===== config.mk =====
export PLATFORM = sky130hd
export DESIGN_NAME = qs_front
export DESIGN_NICKNAME = d
export VERILOG_FILES = /design/src/rtl/qs_pkg.sv /design/src/rtl/qs_front.sv
export SDC_FILE = /design/constraint.sdc
export NUM_CORES = 2
export LEC_CHECK = 0
export ABC_AREA = 1
export ABC_CLOCK_PERIOD_IN_PS = 14700
export BUFFER_PORTS_ARGS = -buffer_cell sky130_fd_sc_hd__buf_2
export CAP_MARGIN = 20
export CELL_PAD_IN_SITES_DETAIL_PLACEMENT = 0
export CELL_PAD_IN_SITES_GLOBAL_PLACEMENT = 1
export CORE_MARGIN = 2
export CORE_UTILIZATION = 30
export CTS_CLUSTER_SIZE = 40
export DETAILED_ROUTE_END_ITERATION = 10
export GPL_ROUTABILITY_DRIVEN = 0
export GPL_TIMING_DRIVEN = 0
export PLACE_DENSITY_LB_ADDON = 0.1
export SLEW_MARGIN = 10
export SYNTH_ARGS = -nofsm -noshare
export SYNTH_HDL_FRONTEND = slang
export SYNTH_SLANG_ARGS = --single-unit

===== constraint.sdc =====
create_clock -name clk -period 14.7 [get_ports clk]
set_input_delay 2.94 -clock clk [delete_from_list [all_inputs] [get_ports clk]]
set_output_delay 2.94 -clock clk [all_outputs]
set_load 0.05 [all_outputs]

===== src/rtl/qs_pkg.sv =====
// Shared types, constants and helper functions for the quaternion blend block.
`timescale 1ns / 1ps
package qs_pkg;

  localparam int SQRT_STEPS   = 32;
  localparam int CORDIC_STEPS = 30;
  localparam int DIV_STEPS    = 40;
  localparam int QDEPTH       = 4;

  localparam logic [14:0]        THR_RESET = 15'd32752;
  localparam logic signed [33:0] INV_GAIN  = 34'sd652032874;

  typedef enum logic {
    REG_THRESHOLD = 1'b0,
    REG_NONE      = 1'b1
  } qs_reg_t;

  // request as classified by the front end; qb is already sign corrected
  typedef struct packed {
    logic [3:0][15:0] qa;
    logic [3:0][16:0] qb;
    logic [15:0]      frac;
    logic [29:0]      cosv;
    logic             lin;
  } qs_req_t;

  // fields that ride along the whole back end
  typedef struct packed {
    qs_req_t          req;
    logic [3:0][31:0] comp;
    logic [31:0]      root;
  } qs_carry_t;

  typedef struct packed {
    logic [3:0][15:0] q;
    logic             lin;
  } qs_res_t;

  function automatic logic signed [33:0] atan_entry(input logic [4:0] idx);
    logic signed [33:0] val;
    case (idx)
      5'd0:    val = 34'sd843314857;
      5'd1:    val = 34'sd497837829;
      5'd2:    val = 34'sd263043837;
      5'd3:    val = 34'sd133525159;
      5'd4:    val = 34'sd67021687;
      5'd5:    val = 34'sd33543516;
      5'd6:    val = 34'sd16775851;
      5'd7:    val = 34'sd8388437;
      5'd8:    val = 34'sd4194283;
      5'd9:    val = 34'sd2097149;
      default: val = 34'sd1 <<< (5'd30 - idx);
    endcase
    return val;
  endfunction

  function automatic logic [15:0] sat16(input logic signed [63:0] v);
    logic [15:0] r;
    if (v > 64'sd32767) begin
      r = 16'h7fff;
    end else if (v < -64'sd32768) begin
      r = 16'h8000;
    end else begin
      r = v[15:0];
    end
    return r;
  endfunction

endpackage


===== src/rtl/qs_front.sv =====
// Front end: takes requests, forms the inner product and picks the path.
`timescale 1ns / 1ps
module qs_front (
  input  logic                clk,
  input  logic                rst,
  input  logic                push,
  output logic                full,
  input  logic [3:0][15:0]    a,
  input  logic [3:0][15:0]    b,
  input  logic [15:0]         blend,
  input  logic [14:0]         thr,
  input  logic                q_full,
  output logic                q_push,
  output qs_pkg::qs_req_t     q_data
);
  import qs_pkg::*;

  logic                fv;
  logic [3:0][15:0]    fa;
  logic [3:0][15:0]    fb;
  logic [15:0]         ffrac;
  logic signed [31:0]  prod [4];
  logic                take;
  logic signed [33:0]  dot;
  logic [33:0]         cosa;
  logic                neg;

  assign take   = push && !full;
  assign full   = fv && q_full;
  assign q_push = fv && !q_full;

  always_ff @(posedge clk) begin
    if (rst) begin
      fv <= 1'b0;
    end else if (take) begin
      fv <= 1'b1;
    end else if (q_push) begin
      fv <= 1'b0;
    end
  end

  always_ff @(posedge clk) begin
    if (take) begin
      fa    <= a;
      fb    <= b;
      ffrac <= (blend > 16'd32768) ? 16'd32768 : blend;
      for (int i = 0; i < 4; i++) begin
        prod[i] <= $signed(a[i]) * $signed(b[i]);
      end
    end
  end

  always_comb begin
    dot  = 34'(prod[0]) + 34'(prod[1]) + 34'(prod[2]) + 34'(prod[3]);
    neg  = dot[33];
    cosa = neg ? 34'(-dot) : 34'(dot);
    q_data.qa   = fa;
    q_data.frac = ffrac;
    q_data.cosv = cosa[29:0];
    q_data.lin  = cosa > {4'b0, thr, 15'b0};
    // shortest arc: flip b when the cosine is negative
    for (int i = 0; i < 4; i++) begin
      q_data.qb[i] = neg ? 17'(-$signed({fb[i][15], fb[i]})) : {fb[i][15], fb[i]};
    end
  end

endmodule


==> reports/qor.yml <==
critical_path:
  timing.setup.critical_path_class: "flip-flop to output pin"
  r2r_setup_slack_ns: 12.06
  critPathCaptureType: "output pin"
  critical_path.startpoint_type: "flip-flop"
  critical-path-top-cell-by-count: "nand3_1"
  largest_fanout_of_any_net_on_the_critical_path: 10
  cpMaxStageDelayCell: "buf_2"
  worst-endpoint-required_ns: 11.76
  cp_max_stage_delay_ns: 0.78
  cp_data_arrival_time_ns: 8.05
synth:
  asyncSetResetFlopFracSynth_pct: 0
  synth-seq-area-share_pct: 14.8
  synth.lib_cells_used.distinct: 50
  synthDominantCellAreaShare_pct: 40.3
  post_synth_most_frequent_cells: "1,929 x inv_1, 1,477 x nand2_1, 1,113 x fa_1"
  number_of_synthesized_flops_with_an_enable_pin: 272
  synthesis.nets: 8115
  synth.cell_area_sq_mm: 0.0553
  synthTopCellsByArea: "fa_1 40%, edfxtp_1 15%, inv_1 13%"
  most_common_flop_cell_mapped_by_yosys: "edfxtp_1"
  yosys_register_bits: 273
  area_leader_netlist: "fa_1"
  synth.most_common_cell: "inv_1"
  syn_inst: 6458
  syn-mean-instance-area_sq_um: 8.57
  synth.yosys.warnings: 0
clock_tree:
  clk_root_buffer_cell: "clkbuf_16"
  cts-root-to-sink-buffers: 3
  clk_pin_slew_worst_paths_ns: 0.06
  cts.repair.resized: 0
  cts.sinks: 273
  total_cts_buffers: 41
  post_cts_repair_setup_buffers: 0
  cts_hold_repair.buffers: 0
  tritoncts: "yes"
  insertion_delay_ns: 0.66
  ctsHtreeMaxLevel: 2
die:
  start_util_pct: 30.2
  pin_count: 344
  cell_row_count: 157
  floorplan.die_area_sq_mm: 0.188
  fp.dieW_microns: 434
  die_height_microns: 434
  core_area_sq_mm: 0.183
sta:
  rsz0062_at_grt: "false"
  maxClockFrequency_mhz: 91.0
  timing.final.setup_violations: 0
  worst_slew_pin_slew_ns: 1.05
  layout_min_cycle_time_ns: 10.99
  max-slew-margin-rel_pct: 29.2
  fin_worst_skew_ns: 0.0144
  final_report_max_slew_violation_count: 0
  timing.final.hold_violations: 0
  min_period_over_period_pct: 74.8
global_routing:
  globalRouteTotalUtil_pct: 20.5
  pin_count_of_the_biggest_net_entering_global_routing: 30
  grt_first_pass_wirelength_microns: 286000
  first_global_vias: 44600
  grt.overflow.total: 0
  antenna_found_initial: 14
detailed_routing:
  wl_microns: 187000
  drt_iter0_markers: 2141
  final_antenna_net_count: 0
  detail_route.wl_per_cell_microns: 20.0
  detail_route.vias_per_cell: 4.43
  drc_errors: 0
  first_pass_iters: 5
  vias: 41500
worst_hold_path:
  worstHoldPathType: "flip-flop to flip-flop"
finish:
  syn2layout_area_growth_pct: 11.7
  nFillCells: 19600
  finalNetCount: 8513
  layout.core_utilization_pct: 33.7
  ratio_of_cells_with_drive_above_1_in_the_final_layout_pct: 8.07
outcome:
  outcome: "completed"
job:
  maxCapViolCount: 0
place:
  place.detailed.hpwl_microns: 161000
  port_buffers: 343
-- final timing paths --
check        startpoint         to  cells past startpoint
max          prod[1][1]  q_data[0]                     32
min                  fv         fv                      2
max reg2reg          fv     fb[38]                      9
min reg2reg          fv         fv                      2
-- kinds of logic after synthesis --
| family | count (synthesis) | synth area share, % |
|---|---|---|
| flops | 273 | 14.8 |
| xor+xnor | 227 | 3.59 |
| compound gates | 341 | 3.53 |
| buf+inv | 2151 | 14.7 |
| fa+ha+maj | 1494 | 48.9 |
| simple gates | 1972 | 14.5 |
-- final cells by class --
class | instances | area, sq um | share of cell area (%)
clock inverter | 27 | 279 | 0.451
sequential | 273 | 8190 | 13.2
clock buffer | 48 | 1090 | 1.77
multi-input combinational | 4034 | 39000 | 63.2
timing repair buffer | 355 | 1990 | 3.23
antenna | 3 | 7.51 | 0.0121
tap | 2464 | 3080 | 4.99
buffer | 210 | 843 | 1.36
inverter | 1941 | 7290 | 11.8
-- layer usage --
layer / wire length [microns] / track usage [%] / part of all wire (%)
met1: 87500 / 29.0 / 47
met2: 89900 / 34.5 / 48
met3: 6550 / 1.76 / 3.5
met4: 2890 / 3.47 / 1.5
met5: 13 / 0 / 0.0070
-- critical path, delay by kind of cell, from the launching register on --
kind / cells / cell delay, ns
compound gates: 1 / 0.12
simple gates: 19 / 2.43
fa+ha+maj: 5 / 2.10
xor+xnor: 1 / 0.46
buf+inv: 6 / 1.75
flops: 1 / 0.49
-- state kept, by name, indices dropped and copies added, names as in the netlist --
name    count
ffrac      16
fv          1
q_data     64
fb         64
prod      128
-- placed cells by master (no fill, tap or decap), types with 5 or more instances in the layout --
cell,synthesis,routed
o221ai_1,5,5
nor3_1,30,30
o31ai_1,8,8
nor2_1,194,193
a31oi_1,31,31
clkinv_2,0,6
nor4_1,10,10
o21ai_0,65,65
clkinv_1,2,7
buf_16,0,5
clkbuf_16,0,43
o21ai_1,20,20
o21a_1,9,9
fa_1,1113,1113
nand4_1,37,37
buf_12,0,7
buf_4,6,6
nand2_1,1477,1477
buf_2,8,351
nand2_2,23,23
ha_1,381,381
inv_2,10,10
o21bai_1,9,9
inv_1,1929,1929
xnor2_1,87,87
o211ai_1,6,6
or2_2,59,59
xor2_1,140,140
a21o_1,7,7
inv_6,0,6
clkbuf_1,193,198
edfxtp_1,272,272
nor2_2,8,8
a21oi_1,155,155
a21boi_0,6,6
nand3_1,115,115
-- stage by stage --
| step | setup TNS, ns | instances | hold slack [ns] | worst slack (ns) | cell area (sq um) |
|---|---|---|---|---|---|
| floorplan | 0 | 6458 | 0.448 | 3.86 | 55300 |
| global placement | -214.60 | 9265 | 0.461 | -0.898 | 60100 |
| detailed placement | 0 | 9277 | 0.471 | 4.06 | 60400 |
| CTS | 0 | 9352 | 0.479 | 3.31 | 61800 |
| global route | 0 | 9353 | 0.513 | 3.03 | 61800 |
| finish | 0 | 9355 | 0.474 | 3.71 | 61800 |
Power is left out: the tool's default activity adds up to more than one toggle a clock period on the data nets, which glitch-free logic cannot reach.
