### config.mk
export PLATFORM = sky130hd
export DESIGN_NAME = qs_queue
export DESIGN_NICKNAME = d
export VERILOG_FILES = /design/src/rtl/qs_pkg.sv /design/src/rtl/qs_queue.sv
export SDC_FILE = /design/constraint.sdc
export NUM_CORES = 1
export LEC_CHECK = 0
export ABC_AREA = 1
export BUFFER_PORTS_ARGS = -buffer_cell sky130_fd_sc_hd__buf_2
export CAP_MARGIN = 20
export CORE_ASPECT_RATIO = 0.5
export CORE_MARGIN = 2
export CORE_UTILIZATION = 54
export CTS_BUF_LIST = sky130_fd_sc_hd__clkbuf_16
export DETAILED_ROUTE_END_ITERATION = 10
export HOLD_SLACK_MARGIN = 0.03
export PLACE_DENSITY_LB_ADDON = 0.1
export SLEW_MARGIN = 20
export SYNTH_ARGS = -nofsm -noshare
export SYNTH_HDL_FRONTEND = slang
export SYNTH_SLANG_ARGS = --single-unit
### constraint.sdc
create_clock -name clk -period 14.4 [get_ports clk]
set_input_delay 2.88 -clock clk [delete_from_list [all_inputs] [get_ports clk]]
set_output_delay 2.88 -clock clk [all_outputs]
set_load 0.01 [all_outputs]
### src/rtl/qs_pkg.sv
// Shared types, constants and helper functions for the quaternion blend block.
`timescale 1ns / 1ps
package qs_pkg;

  localparam int SQRT_STEPS   = 32;
  localparam int CORDIC_STEPS = 30;
  localparam int DIV_STEPS    = 40;
  localparam int QDEPTH       = 4;

  localparam logic [14:0]        THR_RESET = 15'd32752;
  localparam logic signed [33:0] INV_GAIN  = 34'sd652032874;

  typedef enum logic {
    REG_THRESHOLD = 1'b0,
    REG_NONE      = 1'b1
  } qs_reg_t;

  // request as classified by the front end; qb is already sign corrected
  typedef struct packed {
    logic [3:0][15:0] qa;
    logic [3:0][16:0] qb;
    logic [15:0]      frac;
    logic [29:0]      cosv;
    logic             lin;
  } qs_req_t;

  // fields that ride along the whole back end
  typedef struct packed {
    qs_req_t          req;
    logic [3:0][31:0] comp;
    logic [31:0]      root;
  } qs_carry_t;

  typedef struct packed {
    logic [3:0][15:0] q;
    logic             lin;
  } qs_res_t;

  function automatic logic signed [33:0] atan_entry(input logic [4:0] idx);
    logic signed [33:0] val;
    case (idx)
      5'd0:    val = 34'sd843314857;
      5'd1:    val = 34'sd497837829;
      5'd2:    val = 34'sd263043837;
      5'd3:    val = 34'sd133525159;
      5'd4:    val = 34'sd67021687;
      5'd5:    val = 34'sd33543516;
      5'd6:    val = 34'sd16775851;
      5'd7:    val = 34'sd8388437;
      5'd8:    val = 34'sd4194283;
      5'd9:    val = 34'sd2097149;
      default: val = 34'sd1 <<< (5'd30 - idx);
    endcase
    return val;
  endfunction

  function automatic logic [15:0] sat16(input logic signed [63:0] v);
    logic [15:0] r;
    if (v > 64'sd32767) begin
      r = 16'h7fff;
    end else if (v < -64'sd32768) begin
      r = 16'h8000;
    end else begin
      r = v[15:0];
    end
    return r;
  endfunction

endpackage

### src/rtl/qs_queue.sv
// Short request queue between the front end and the back end.
`timescale 1ns / 1ps
module qs_queue (
  input  logic             clk,
  input  logic             rst,
  input  logic             push,
  input  qs_pkg::qs_req_t  wdata,
  output logic             full,
  input  logic             pop,
  output qs_pkg::qs_req_t  rdata,
  output logic             empty
);
  import qs_pkg::*;

  qs_req_t     mem [QDEPTH];
  logic [1:0]  wp;
  logic [1:0]  rp;
  logic [2:0]  cnt;

  assign full  = (cnt == 3'(QDEPTH));
  assign empty = (cnt == 3'd0);
  assign rdata = mem[rp];

  always_ff @(posedge clk) begin
    if (rst) begin
      wp  <= 2'd0;
      rp  <= 2'd0;
      cnt <= 3'd0;
    end else begin
      if (push) begin
        wp <= wp + 2'd1;
      end
      if (pop) begin
        rp <= rp + 2'd1;
      end
      if (push && !pop) begin
        cnt <= cnt + 3'd1;
      end else if (pop && !push) begin
        cnt <= cnt - 3'd1;
      end
    end
  end

  always_ff @(posedge clk) begin
    if (push) begin
      mem[wp] <= wdata;
    end
  end

endmodule

==> results of run 1 <==
[registers in the layout, indices dropped and copies added (netlist names), named ones only]
signal / flops
mem: 716
wp: 2
cnt: 3
rp: 2
[metal layers]
layer | wire, um | track usage [%] | part of all wire, % | up-vias
li1 | - | - | - | 7441
met1 | 24160 | 28.65 | 41 | 7907
met2 | 30370 | 38.35 | 52 | 345
met3 | 2645 | 3.965 | 4.5 | 80
met4 | 1229 | 6.381 | 2.1 | 2
met5 | 15 | 0 | 0.026 | -
[cell families after synthesis]
kind of cell    share of synthesized area [%]
buf+inv                                 3.143
compound gates                          10.93
fa+ha+maj                              0.3059
simple gates                            5.266
xor+xnor                              0.03245
flops                                   80.32
[layout make-up]
type	instances	area share (%)
multi-input combinational	929	14.44
sequential	725	70.15
tap	649	2.626
timing repair buffer	377	6.297
clock buffer	61	4.937
inverter	17	0.3683
clock inverter	48	1.056
antenna	16	0.1295
[power by group through the flow]
| stage | logic, W | clock network [W] | registers [W] |
|---|---|---|---|
| floorplan | 0.000235 | 0 | 0.00249 |
| finish | 0.000396 | 0.00156 | 0.00244 |
| global route | 0.000437 | 0.00168 | 0.00244 |
| CTS | 0.000404 | 0.00159 | 0.00244 |
| global placement | 0.000398 | 0 | 0.00248 |
| detailed placement | 0.000403 | 0 | 0.00248 |
[cell usage in the layout, fill, tap and decap left out]
master,Yosys,layout
bufinv_16,0,5
nand4_1,1,1
o22ai_1,179,179
o21ai_1,62,62
buf_12,0,2
edfxtp_1,716,716
a21oi_1,3,3
inv_8,1,5
clkinv_8,0,1
nand3_1,1,1
clkinv_1,0,17
clkinvlp_4,0,2
buf_2,19,363
clkinv_2,0,6
dfxtp_4,0,2
dfxtp_1,9,7
inv_1,15,29
o21ai_0,301,301
xor2_1,1,1
clkbuf_16,0,61
nor2_1,364,364
fa_1,1,1
nand2_1,9,9
diode_2,0,16
buf_4,9,12
ha_1,5,5
nor3_1,2,2
[stage by stage]
stage / worst slack, ps / hold WS (ps)
floorplan: 7516 / 411.5
global placement: 8372 / 418.3
detailed placement: 8326 / 423.2
CTS: 7672 / 435.6
global route: 7420 / 466.3
finish: 7633 / 432.6
[worst max path at each step]
stage / from / to / slack [ps] / depth (start not counted)
2_1_floorplan: push / mem[0][0]$_DFFE_PP_ / 7520 / 2
3_3_place_gp: flip-flop / rdata[83] / 8370 / 5
3_5_place_dp: flip-flop / rdata[62] / 8330 / 5
4_1_cts: flip-flop / rdata[83] / 7670 / 5
5_1_grt: flip-flop / rdata[119] / 7420 / 5
6_report: flip-flop / rdata[112] / 7630 / 5
==> metrics.txt, run 1 <==
status completed; number of synthesized flops with an enable pin 716; worst r2r dst mem[0][79]$_DFFE_PP_; H-tree depth 2; Initial Util 55.17%; total track usage 22.00%; hpwl dp 31.18 mm; Die X 320.2 um; final instance area 30920 um2; Clock Skews 13.60 ps; global-route wire length before repair 87.47 mm; clock-pin slew on the worst setup and hold paths 70 ps; VDD IR max 0.0001028 V; Max Cap Viol 0; count leader, synth edfxtp_1; Multi-input gate area 4464 um2; FF-to-FF Start wp[0]$_SDFFE_PP0P_; RePlAce Congestion 0.7484; antenna violations before repair 15; Routed wire per std cell 20.70 um; Yosys reg bits 725; Crit-path slowest cell dfxtp_4; Slew Viols, Final 0; switching share of power 22.88%; clock root buffer master clkbuf_16; crit-path cells buf_12, buf_4, o21ai_0, o22ai_1, buf_2; RSZ-0062 raised after global routing false; WP data required around 12000 ps; Syn Nets just under 2000; Longest Clk Path Bufs 3; die area 51900 um2; Final Setup Violations 0; commonest cells in the netlist 716 x edfxtp_1, 364 x nor2_1, 301 x o21ai_0, 179 x o22ai_1, 62 x o21ai_1; Remaining DRCs 0; CTS tree yes; Clk Latency, worst-skew pair 600 ps; proportion of layout cells with a drive suffix above 1 21.28%; drt initial violations 1351; ANT nets after route 0; min cycle time layout 6767 ps; highest clock rate 0.1478 GHz; vias in the first global route 14970; drt total wl 58.42 mm; Max transition margin 31.35%; Final Hold Vio Count 0; Power Density 142.2 nW/um2; setup TNS 0 ps; Layout Nets ~2300; CP delay by family, top buffers and inverters; synth-to-layout area growth 14.54%; Placed Cells 2697; Pre-antenna DRT Iters 5; Die Ht 162.1 um; largest net degree at the start of global routing 194; I/O pin count 364; PostCTS Resize Cnt 0; Hold Crit Class reg2reg; # hold bufs at CTS 0; mapped cell area 26990 um2; internal power between 0.003 and 0.004 W; global route total overflow 0; setup slack, reg-to-reg 11180 ps; Min-Delay Path Depth 1; final worst path period share 46.99%; Distinct cells, synth 22; Lkg Pwr about 11 nW; Setup crit start kind flip-flop; Arr. time, crit path 3890 ps; Hold Path Origin rp[1]$_SDFFE_PP0P_; CP Capture Type output pin; class of the most critical setup path reg2out; register share of total power 55.5%; sequential element share of the synthesized area 80.32%; Max FO, Critical Path 193; Switch Pwr between 0.001 and 0.0015 W; Mapped Cells approximately 1800; Synth async-reset ratio 0%; total chip power 0.004396 W; via-per-instance ratio approximately 5.6; TritonCTS buffer count 60; routed via count roughly 16000; Comb power frac 9.0%; core area 48920 um2; post-layout util 63.20%; post-synth top area cell edfxtp_1; clk sinks 725; Synth Area per Inst 15.09 um2; ys flop type edfxtp_1; Filler Cell Count 3709; FP Rows between 50 and 60; Clk network pwr share 35.5%; FF+latch area around 22000 um2; post-synth top area share 79.65%; worst-margin pin slew 1030 ps; slowest stage delay, CP 870 ps; CP bufs+invs 3; Non-Filler Instances about 2800; placed instance area 29030 um2; top cells by area, synth edfxtp_1 80%, o21ai_0 5.6%, nor2_1 5.1%; Post CTS Setup Buffer Count 0; IO buf count 363; r2r worst-path depth 6; Ys Warns 0
Note: power is estimated with default switching activity, not from simulation.
==> run 2, diff against run 1 <==
Clock period 14.4 ns to 6.4 ns, I/O delays scaled along.
==> run 2 against run 1 <==
  * Utilization grew 0.14 points
  * Sequential power grew 120%
  * Final area grew 0.21%
  * Via count shrank 0.61%
  * Power grew 130%
  * Worst hold slack gained 29 ps
  * Setup slack lost 5900 ps
  * First-iteration DRC count shrank 12%
  * Sequential cell count is the same
  * Die area is the same
  * Combinational power grew 130%
==> metrics.txt, run 2 (same netlist as run 1, synthesis figures left out) <==
# hold bufs at CTS 0 (unchanged); FF-to-FF Start wp[0]$_SDFFE_PP0P_; clock-pin slew on the worst setup and hold paths 70 ps (about the same); Hold Crit Class reg2reg; switching share of power 23.05% (+0.17 points); IO buf count 363 (unchanged); most frequent cells in the layout 716 x edfxtp_1, 364 x nor2_1, 363 x buf_2; TritonCTS buffer count 60 (unchanged); clock root buffer master clkbuf_16; hpwl dp 30.82 mm (-1.2%); Post CTS Setup Buffer Count 0 (unchanged); min cycle time layout approximately 4700 ps; WP data required 5120 ps (-6400 ps); class of the most critical setup path reg2out; Setup crit start kind flip-flop; vias in the first global route 15360 (+2.6%); die area 51900 um2 (unchanged); I/O pin count 364 (unchanged); ANT nets after route 0 (unchanged); FP Rows 57 (unchanged); setup TNS 0 ps (unchanged); synth-to-layout area growth 14.79%; Lkg Pwr 10.76 nW (+0.48%); VDD IR max 0.0002109 V (+110%); Initial Util 55.17% (unchanged); antenna violations before repair 11 (-4); Remaining DRCs 0 (unchanged); routed via count 15680 (-0.61%); core area 48920 um2 (unchanged); Die Ht 162.1 um (unchanged); Pre-antenna DRT Iters 6 (+1); commonest non-fill, non-tap cell in the layout edfxtp_1; drt total wl 58.19 mm (-0.40%); RePlAce Congestion 0.7508 (+0.32%); CTS tree yes; Power Density 322.2 nW/um2 (+130%); Filler Cell Count 3692 (-0.46%); Final Setup Violations 0 (unchanged); final worst path period share 72.78%; r2r worst-path depth 5 (-1); Largest Register mem; Final Hold Vio Count 0 (unchanged); Layout Nets 2300 (+0.043%); Slew Viols, Final 0 (unchanged); largest net degree at the start of global routing 218 (+12%); worst r2r dst mem[2][74]$_DFFE_PP_; setup slack, reg-to-reg 3890 ps (-7290 ps); proportion of layout cells with a drive suffix above 1 21.84% (+0.56 points); via-per-instance ratio 5.558 (-0.57%); biggest regs mem: 716 flops, cnt: 3 flops; Clk network pwr share 36.1% (+0.6 points); CP Capture Type output pin; global-route wire length before repair 87.82 mm (+0.39%); Clock Skews 23.84 ps (+10.24 ps); Largest register FFs 716 (unchanged); clk sinks 725 (unchanged); global route total overflow 0 (unchanged); internal power 0.007682 W (+130%); RSZ-0062 raised after global routing false; highest clock rate 0.2147 GHz; total track usage 22.16% (+0.15 points); Placed Cells 2698 (+0.037%); status completed; Die X 320.2 um (unchanged); register share of total power 54.9% (-0.6 points); Min-Delay Path Depth 1 (unchanged); drt initial violations 1183 (-12%); Arr. time, crit path 3380 ps (-510 ps); Non-Filler Instances 2821 (-0.035%); H-tree depth 2 (unchanged); PostCTS Resize Cnt 0 (unchanged); Hold Path Origin rp[1]$_SDFFE_PP0P_; Clk Latency, worst-skew pair 610 ps (about the same); Routed wire per std cell 20.63 um (-0.36%); Comb power frac 9.0% (about the same); Max FO, Critical Path 80 (-59%); Switch Pwr 0.002301 W (+130%); Longest Clk Path Bufs 3 (unchanged); Max transition margin 29.62% (-1.7 points); worst-margin pin slew 1056 ps (+25.97 ps); Max Cap Viol 0 (unchanged)
## run 2: final cells by class
| cell class | count | area (um2) | area share (%) |
|---|---|---|---|
| diodes | 11 | 27.53 | 0.08884 |
| well taps | 649 | 812.0 | 2.621 |
| clock inverters | 51 | 385.4 | 1.244 |
| multi-input cells | 929 | 4464 | 14.41 |
| clock buffers | 61 | 1526 | 4.926 |
| flip-flops and latches | 725 | 21690 | 70.00 |
| repair buffers | 378 | 1967 | 6.348 |
| inverters | 17 | 113.9 | 0.3675 |
## run 2: power groups by stage
stage	Combinational [W]	Sequential, W	Clock [W]
after floorplan	0.000529	0.00560	0
after detailed placement	0.000916	0.00558	0
after CTS	0.000920	0.00548	0.00368
final	0.000901	0.00548	0.00360
after global placement	0.000904	0.00558	0
after global routing	0.000994	0.00549	0.00388
## run 2: layer usage
layer / global-route usage, % / vias up / wire (um)
met4: 5.591 / 2 / 1117
met1: 28.42 / 7846 / 24010
li1: - / 7439 / -
met3: 3.703 / 78 / 2404
met5: 0 / - / 13
met2: 39.72 / 314 / 30650
## run 2: worst max-delay path: stages (launching register included)
cell and delay (ps):
dfxtp_4 670, buf_4 630, buf_4 760, o21ai_0 200
o22ai_1 250, buf_2 170
## run 2: worst max-delay path by stage
stage                         start                   to  slack (ps)
after CTS                 flip-flop            rdata[65]        1710
after floorplan                push  mem[2][0]$_DFFE_PP_        1120
final                     flip-flop            rdata[82]        1740
after global routing      flip-flop           rdata[140]        1500
after global placement    flip-flop            rdata[82]        2480
after detailed placement  flip-flop            rdata[65]        2400
## run 2: stage by stage
step | hold slack, ps | instance area (um2) | util [%] | setup slack (ps) | power, W
finish | 461.7 | 30980 | 63.33 | 1742 | 0.009983
global route | 490.4 | 30980 | 63.32 | 1500 | 0.01037
CTS | 453.9 | 30960 | 63.28 | 1707 | 0.01008
detailed placement | 439.8 | 29050 | 59.37 | 2398 | 0.006500
global placement | 431.0 | 29050 | 59.37 | 2475 | 0.006484
floorplan | 411.5 | 26990 | - | 1116 | 0.006125
